--- config.mk ---
export PLATFORM = sky130hd
export DESIGN_NAME = cgl_lut_addr
export DESIGN_NICKNAME = d
export VERILOG_FILES = /design/src/hw/rtl/assert_macros.svh /design/src/hw/rtl/cgl_pkg.sv /design/src/hw/rtl/cgl_lut_addr.sv
export SDC_FILE = /design/constraint.sdc
export NUM_CORES = 2
export LEC_CHECK = 0
export BUFFER_PORTS_ARGS = -buffer_cell sky130_fd_sc_hd__buf_2
export CAP_MARGIN = 20
export CORE_MARGIN = 2
export CORE_UTILIZATION = 25
export DETAILED_ROUTE_END_ITERATION = 12
export GPL_ROUTABILITY_DRIVEN = 0
export MAX_ROUTING_LAYER = met4
export SLEW_MARGIN = 25
export SYNTH_ARGS = -nofsm -noshare
export SYNTH_HDL_FRONTEND = slang
export SYNTH_SLANG_ARGS = --single-unit
--- constraint.sdc ---
create_clock -name i_clk -period 11.1 [get_ports i_clk]
set_input_delay 0.555 -clock i_clk [delete_from_list [all_inputs] [get_ports i_clk]]
set_output_delay 0.555 -clock i_clk [all_outputs]
set_load 0.005 [all_outputs]
--- src/hw/rtl/assert_macros.svh ---
// Assertion macros for the RTL files, used by the pipeline top level
`ifndef ASSERT_MACROS_SVH
`define ASSERT_MACROS_SVH

// Same-cycle implication
`define ASSERT_IMP(label, clk, rst_n, ante, cons) \
    label: assert property (@(posedge clk) disable iff (!rst_n) (ante) |-> (cons)) \
        else $error("assertion failed");

// Next-cycle implication
`define ASSERT_NXT(label, clk, rst_n, ante, cons) \
    label: assert property (@(posedge clk) disable iff (!rst_n) (ante) |=> (cons)) \
        else $error("assertion failed");

`endif

--- src/hw/rtl/cgl_pkg.sv ---
// Shared types and constants of the colour grading pipeline
package cgl_pkg;

    localparam int LutDimDef = 33;
    localparam int CfgIdxW   = 3;
    localparam int CfgDataW  = 16;

    typedef enum logic [CfgIdxW-1:0] {
        CFG_EXPOSURE   = 3'd0,
        CFG_BRIGHTNESS = 3'd1,
        CFG_CONTRAST   = 3'd2,
        CFG_SATURATION = 3'd3,
        CFG_LUT_SIZE   = 3'd4
    } t_cfg_idx;

    typedef struct packed {
        logic        req_type;
        logic [7:0]  pixel_red;
        logic [7:0]  pixel_green;
        logic [7:0]  pixel_blue;
        logic [15:0] lut_address;
        logic [15:0] lut_red;
        logic [15:0] lut_green;
        logic [15:0] lut_blue;
    } t_in_item;

    typedef struct packed {
        logic [7:0] graded_red;
        logic [7:0] graded_green;
        logic [7:0] graded_blue;
    } t_out_item;

    typedef struct packed {
        logic [15:0]        exposure_gain;
        logic signed [13:0] brightness_offset;
        logic [15:0]        contrast_gain;
        logic [15:0]        saturation_gain;
        logic [5:0]         lut_size;
    } t_cfg;

    typedef struct packed {
        logic valid;
        logic pixel;
    } t_tag;

    typedef struct packed {
        logic [15:0] addr;
        logic [47:0] data;
    } t_lut_wr;

    typedef struct packed {
        logic             lut_en;
        logic [2:0][15:0] fr;
        logic [2:0][16:0] v;
    } t_lut_side;

endpackage

--- src/hw/rtl/cgl_lut_addr.sv ---
// LUT cell index, fraction and corner address stages
module cgl_lut_addr #(
    parameter int LUT_DIM = cgl_pkg::LutDimDef,
    localparam int AW = $clog2(LUT_DIM**3)
) (
    input  logic                i_clk,
    input  logic                i_rst_n,
    input  logic                i_en,
    input  logic [5:0]          i_lut_size,
    input  cgl_pkg::t_tag       i_tag,
    input  cgl_pkg::t_lut_wr    i_wr,
    input  logic [2:0][16:0]    i_v,
    output cgl_pkg::t_tag       o_tag,
    output cgl_pkg::t_lut_wr    o_wr,
    output cgl_pkg::t_lut_side  o_side,
    output logic [AW-1:0]       o_addr [8]
);

    localparam int IW  = $clog2(LUT_DIM);
    localparam int SW  = $clog2(LUT_DIM + 1);
    localparam int SSW = $clog2(LUT_DIM * LUT_DIM + 1);
    localparam int CW  = (SW > 6) ? SW : 6;
    localparam int PW  = IW + SSW;

    cgl_pkg::t_tag      r_tag [3];
    cgl_pkg::t_lut_wr   r_wr [3];
    cgl_pkg::t_lut_side r_side [3];
    cgl_pkg::t_lut_side w_side8;

    logic [CW-1:0]  w_size_ext;
    logic [SW-1:0]  w_s;
    logic [SW-1:0]  r_s;
    logic [SSW-1:0] r_ss;
    logic [IW-1:0]  r_sm1;
    logic           r_lut_en;

    logic [16+IW:0] w8_p [3];
    logic [IW-1:0]  w8_i [3];
    logic           w8_top [3];
    logic [IW-1:0]  w8_i0 [3];
    logic [IW-1:0]  w8_i1 [3];
    logic [IW-1:0]  r8_i0 [3];
    logic [IW-1:0]  r8_i1 [3];
    logic [AW-1:0]  r9_zt [2];
    logic [AW-1:0]  r9_yt [2];
    logic [IW-1:0]  r9_x [2];
    logic [AW-1:0]  r10_addr [8];

    assign w_size_ext = CW'(i_lut_size);
    assign w_s = (w_size_ext > CW'(LUT_DIM)) ? SW'(LUT_DIM) : SW'(w_size_ext);

    always_ff @(posedge i_clk) begin
        r_s      <= w_s;
        r_ss     <= SSW'(w_s) * SSW'(w_s);
        r_sm1    <= IW'(w_s - SW'(1));
        r_lut_en <= (w_s >= SW'(2));
    end

    always_comb begin
        w_side8.lut_en = r_lut_en;
        w_side8.v = i_v;
        for (int k = 0; k < 3; k++) begin
            w8_p[k]   = (17 + IW)'(i_v[k]) * (17 + IW)'(r_sm1);
            w8_i[k]   = w8_p[k][16 +: IW];
            w8_top[k] = (w8_i[k] >= r_sm1);
            w8_i0[k]  = w8_top[k] ? r_sm1 : w8_i[k];
            w8_i1[k]  = w8_top[k] ? r_sm1 : IW'(w8_i[k] + IW'(1));
            w_side8.fr[k] = w8_top[k] ? 16'd0 : w8_p[k][15:0];
        end
    end

    always_ff @(posedge i_clk) begin
        if (!i_rst_n) begin
            for (int s = 0; s < 3; s++) begin
                r_tag[s] <= '0;
            end
        end else if (i_en) begin
            r_tag[0] <= i_tag;
            r_tag[1] <= r_tag[0];
            r_tag[2] <= r_tag[1];
        end
    end

    always_ff @(posedge i_clk) begin
        if (i_en) begin
            r_wr[0]   <= i_wr;
            r_wr[1]   <= r_wr[0];
            r_wr[2]   <= r_wr[1];
            r_side[0] <= w_side8;
            r_side[1] <= r_side[0];
            r_side[2] <= r_side[1];
            for (int k = 0; k < 3; k++) begin
                r8_i0[k] <= w8_i0[k];
                r8_i1[k] <= w8_i1[k];
            end
            r9_zt[0] <= AW'(PW'(r8_i0[2]) * PW'(r_ss));
            r9_zt[1] <= AW'(PW'(r8_i1[2]) * PW'(r_ss));
            r9_yt[0] <= AW'(PW'(r8_i0[1]) * PW'(r_s));
            r9_yt[1] <= AW'(PW'(r8_i1[1]) * PW'(r_s));
            r9_x[0]  <= r8_i0[0];
            r9_x[1]  <= r8_i1[0];
            for (int c = 0; c < 8; c++) begin
                r10_addr[c] <= r9_zt[c / 4] + r9_yt[(c / 2) % 2] + AW'(r9_x[c % 2]);
            end
        end
    end

    assign o_tag  = r_tag[2];
    assign o_wr   = r_wr[2];
    assign o_side = r_side[2];
    assign o_addr = r10_addr;

endmodule

# After elaboration in Yosys (flattened, before gate mapping)
# Memories as Yosys holds them, arrays and structs flattened.
# Cells that the tools add are included.
# totals
regBits	152
mem_bits_rw	602
out_inout_bits	294
memories	8
# op_classes
add_sub_neg	16
n_mul	8
n_lt_le_gt_ge	5
muxes	18
bitwise_logic	3
# mem_list
memory	words	word_bits	read_ports	rd_ports_with_merged_regs	wr	line	text
r_side	3	100	3	0	3	cgl_lut_addr.sv:27	cgl_pkg::t_lut_side r_side [3];
r_wr	3	64	3	0	3	cgl_lut_addr.sv:26	cgl_pkg::t_lut_wr r_wr [3];
r9_zt	2	16	2	0	2	cgl_lut_addr.sv:44	logic [AW-1:0] r9_zt [2];
r9_yt	2	12	2	0	2	cgl_lut_addr.sv:45	logic [AW-1:0] r9_yt [2];
r8_i0	3	6	3	0	3	cgl_lut_addr.sv:42	logic [IW-1:0] r8_i0 [3];
r8_i1	3	6	3	0	3	cgl_lut_addr.sv:43	logic [IW-1:0] r8_i1 [3];
+2 memories	-	-	-	-	-	-	
# op_table
op	n
$add A16 B6 Y16	8
$mul A17 B6 Y22	3
$add A16 B16 Y16	4
$mux W16	3
$mux W6	7
$mul A6 B11 Y16	2
$mul A6 B6 Y12	2
$add A6 B1 Y6 const B	3
$ge A6 B6 Y1	3
$mul A6 B6 Y11	1
$ge A6 B2 Y1 const B	1
$gt A6 B6 Y1 const B	1
$mux W2	3
$sub A6 B1 Y6 const B	1
$mux W1	5
$or A1 B1 Y1	3

# Depth between registers and ports, before layout
# depth
ltp_word	4
mapped_depth	29
mapped_depth_nobuf	26

# Worst setup path before layout
# Ideal clock, no wire load.
# synth_path
kind	register -> register
start	register r_sm1[1]
end	memory r8_i1[0][11] (netlist bit) (data pin)
t_arrival_ns	5.809
t_required_ns	10.962
path_slack_ns	5.153
stages_incl_launch_ff	28
period_less_slack_ns	5.947
cell_sequence	dfxtp_1 > clkbuf_1 > clkbuf_1 > and2_1 > fa_1 > fa_1 > inv_1 > fa_1 > inv_1 > ha_1 > nand3_1 > nor2_1 > a311oi_1 > o21ai_1 > o211a_1 > o21ai_0 > and2_1 > inv_1 > ha_1 > nand2b_1 > a21o_1 > a21oi_1 > nor2b_1 > o21ai_0 > nand2b_1 > a21o_1 > or4_1 > nand4_1
# synth_rtl
element	line	text
start: declaration	cgl_lut_addr.sv:34	logic [IW-1:0] r_sm1;
start signal: assignment	cgl_lut_addr.sv:55	r_sm1 <= IW'(w_s - SW'(1));
end: declaration	cgl_lut_addr.sv:43	

==> run metrics <==
Syn-to-layout area delta=16.21%; Placed Cells=6238; Synth Cell Area=45610 um2; synthesized area per cell=12.40 um2; Fin. Hold Viols=0; final core occ=0.2929; Die Wd=431.1 um; slowest cell on the critical path=or4_1; number of detailed-routing iterations run before antenna repair=5; number of global-route vias before repair=28110; core area=180900 um2; largest net degree at the start of global routing=190; Synth async-reset ratio=0; Clock Path Buffers=3; CP Capture Type=flop; WP data required=11.64 ns; gr usage total=0.1223; Min-Delay Path Class=in -> reg; Hold Buf Count CTS=62; Setup-failing EPs final=0; Vias=27070; DP HPWL=84.58 mm; EDFF count, synth=730; die height=431.1 um; Worst EP arrival=7.53 ns; fmax=0.1431 GHz; final WL=111.0 mm; Synthesis Warnings=0; Worst-Skew Late Latency=0.71 ns; buffers and inverters on the worst path=4; Worst path top cell family by delay=compound AO/OA/AOI/OAI gates; standard-cell row count=156; slew of the pin with the lowest slew margin=1.112 ns; DR vias/cell=4.186; synthesized flop and latch total=752; DRT antenna net count=0; fin nets=4756; Port Buf Inserts=419; VDD IR max=0.2624 mV; drc violations=0; routed len/inst=17.17 um; Iteration-0 DRC Markers=1354; most common cell after layout, fill and taps aside=edfxtp_1; LEAKAGE=22.14 nW; root buffer cell=clkbuf_16; relative slew slack=0.2587; total CTS buffers=88; critical path class=reg -> reg; H-tree level count=3; cells resized by post-CTS repair=0; final global-route overflow total=0; most frequent cells in the layout=edfxtp_1, buf_2, and2_1; CP max stage delay=0.60 ns; Final TNS setup=0 ns; Max FO, Critical Path=60; RSZ-0062 raised after global routing=no; DIE AREA=185900 um2; post-synthesis sequential area ratio=0.4903; max_cap viols=0; Ports=420; CTS tree=built; Main synth FF type=edfxtp_1; Reg clk slew, reported paths=0.06 ns; CP startpoint kind=flop; Post-Layout Cell Count=6467; fin crit period=6.989 ns; first-pass GRT wire length=168.3 mm; clock sink count=752; fin crit share=0.6296; synth unique cells=74; pwr dens=324.8 nW/um2; layout cells sized above 1=0.1465; initial antenna violation count=14; Post-Syn Instances=3678; post-CTS setup buffers=0; hold_ws=0.07378 ns; status=complete, no violations; Max Clock Skew=0.03595 ns; Initial Util=0.2521; Slew Viols, Final=0
synthesized netlist by cell type (all sizes together), types with 9 or more instances:
library cell    n  area share
a211oi         10      0.0018
a21o           60      0.0099
a21oi         133       0.015
a31oi          11      0.0015
and2          391       0.054
and3           18      0.0025
buf           167       0.027
clkbuf         81      0.0067
dfxtp          22      0.0097
edfxtp        730        0.48
fa            297        0.13
ha            313       0.086
inv           390       0.032
nand2         252       0.021
nand2b         24      0.0033
nand3          36      0.0040
nand4           9      0.0012
nand4b          9      0.0017
nor2          134       0.011
nor2b          33      0.0045
nor3           31      0.0035
o211ai         11      0.0018
o21a           35      0.0058
o21ai          63      0.0069
o21bai         46      0.0076
xnor2         192       0.037
xor2           87       0.017
kinds of logic (layout without fill, tap and decap cells):
family / count (synthesis) / in the layout / synth area share
simple gates: 978 / 978 / 0.1135
other cells: 2 / 14 / 0.0001647
flops: 752 / 752 / 0.4903
buf+inv: 638 / 1045 / 0.06619
compound gates: 418 / 418 / 0.05975
mux: 1 / 1 / 0.0002195
xor+xnor: 279 / 279 / 0.05374
fa+ha+maj: 610 / 610 / 0.2162
path summary, 6_finish.rpt:
kind                        to  slack (ns)         from  depth (start not counted)
setup / recovery  r8_i1[0][11]        4.11     r_sm1[0]                         25
hold / removal     r_wr[0][47]        0.07     i_wr[47]                          1
setup reg to reg  r8_i1[0][11]        4.11     r_sm1[0]                         25
hold reg to reg   r_wr[0][146]        0.40  r_wr[0][82]                          0
routing by layer:
layer | wire length (um) | GRT usage | share of wire | up-vias
met2 | 53720 | 0.2035 | 0.48 | 553
met4 | 3968 | 0.04326 | 0.036 | 0
li1 | - | - | - | 12980
met3 | 6144 | 0.03009 | 0.055 | 177
met5 | 0 | - | 0 | -
met1 | 47200 | 0.1434 | 0.43 | 13360
area by class of cell:
cell class	instances	area (um2)
diodes	7	17.52
clock buffers	99	2328
clock inverters	61	747.0
fillers	18330	127900
inverters	390	1464
multi-input cells	2293	20260
flip-flops and latches	752	22370
well taps	2370	2965
repair buffers	495	2858
registers in the layout, summed over array words and instances, names as in the netlist:
name	count
r_lut_en	1
r9_x	12
r_wr	192
r8_i1	18
r9_zt	32
o_addr	128
r8_i0	18
r_ss	10
r_side	300
r_tag	6
r9_yt	24
r_sm1	6
r_s	5
metrics by stage:
step / total power [W] / instance area [um2] / setup WS, ns
3_5_place_dp: 0.01428 / 49290 / 4.064
2_1_floorplan: 0.01121 / 45630 / 5.153
3_3_place_gp: 0.01412 / 49290 / 4.115
5_1_grt: 0.01864 / 53010 / 3.603
6_report: 0.01722 / 53010 / 4.111
4_1_cts: 0.01751 / 52980 / 4.040
report_power, final:
group | switching [W] | internal (W) | total (W)
sequential | 0.000520 | 0.00447 | 0.00499
combinational | 0.00546 | 0.00369 | 0.00915
clock | 0.00121 | 0.00186 | 0.00308
Power figures use the tool's default switching activity.
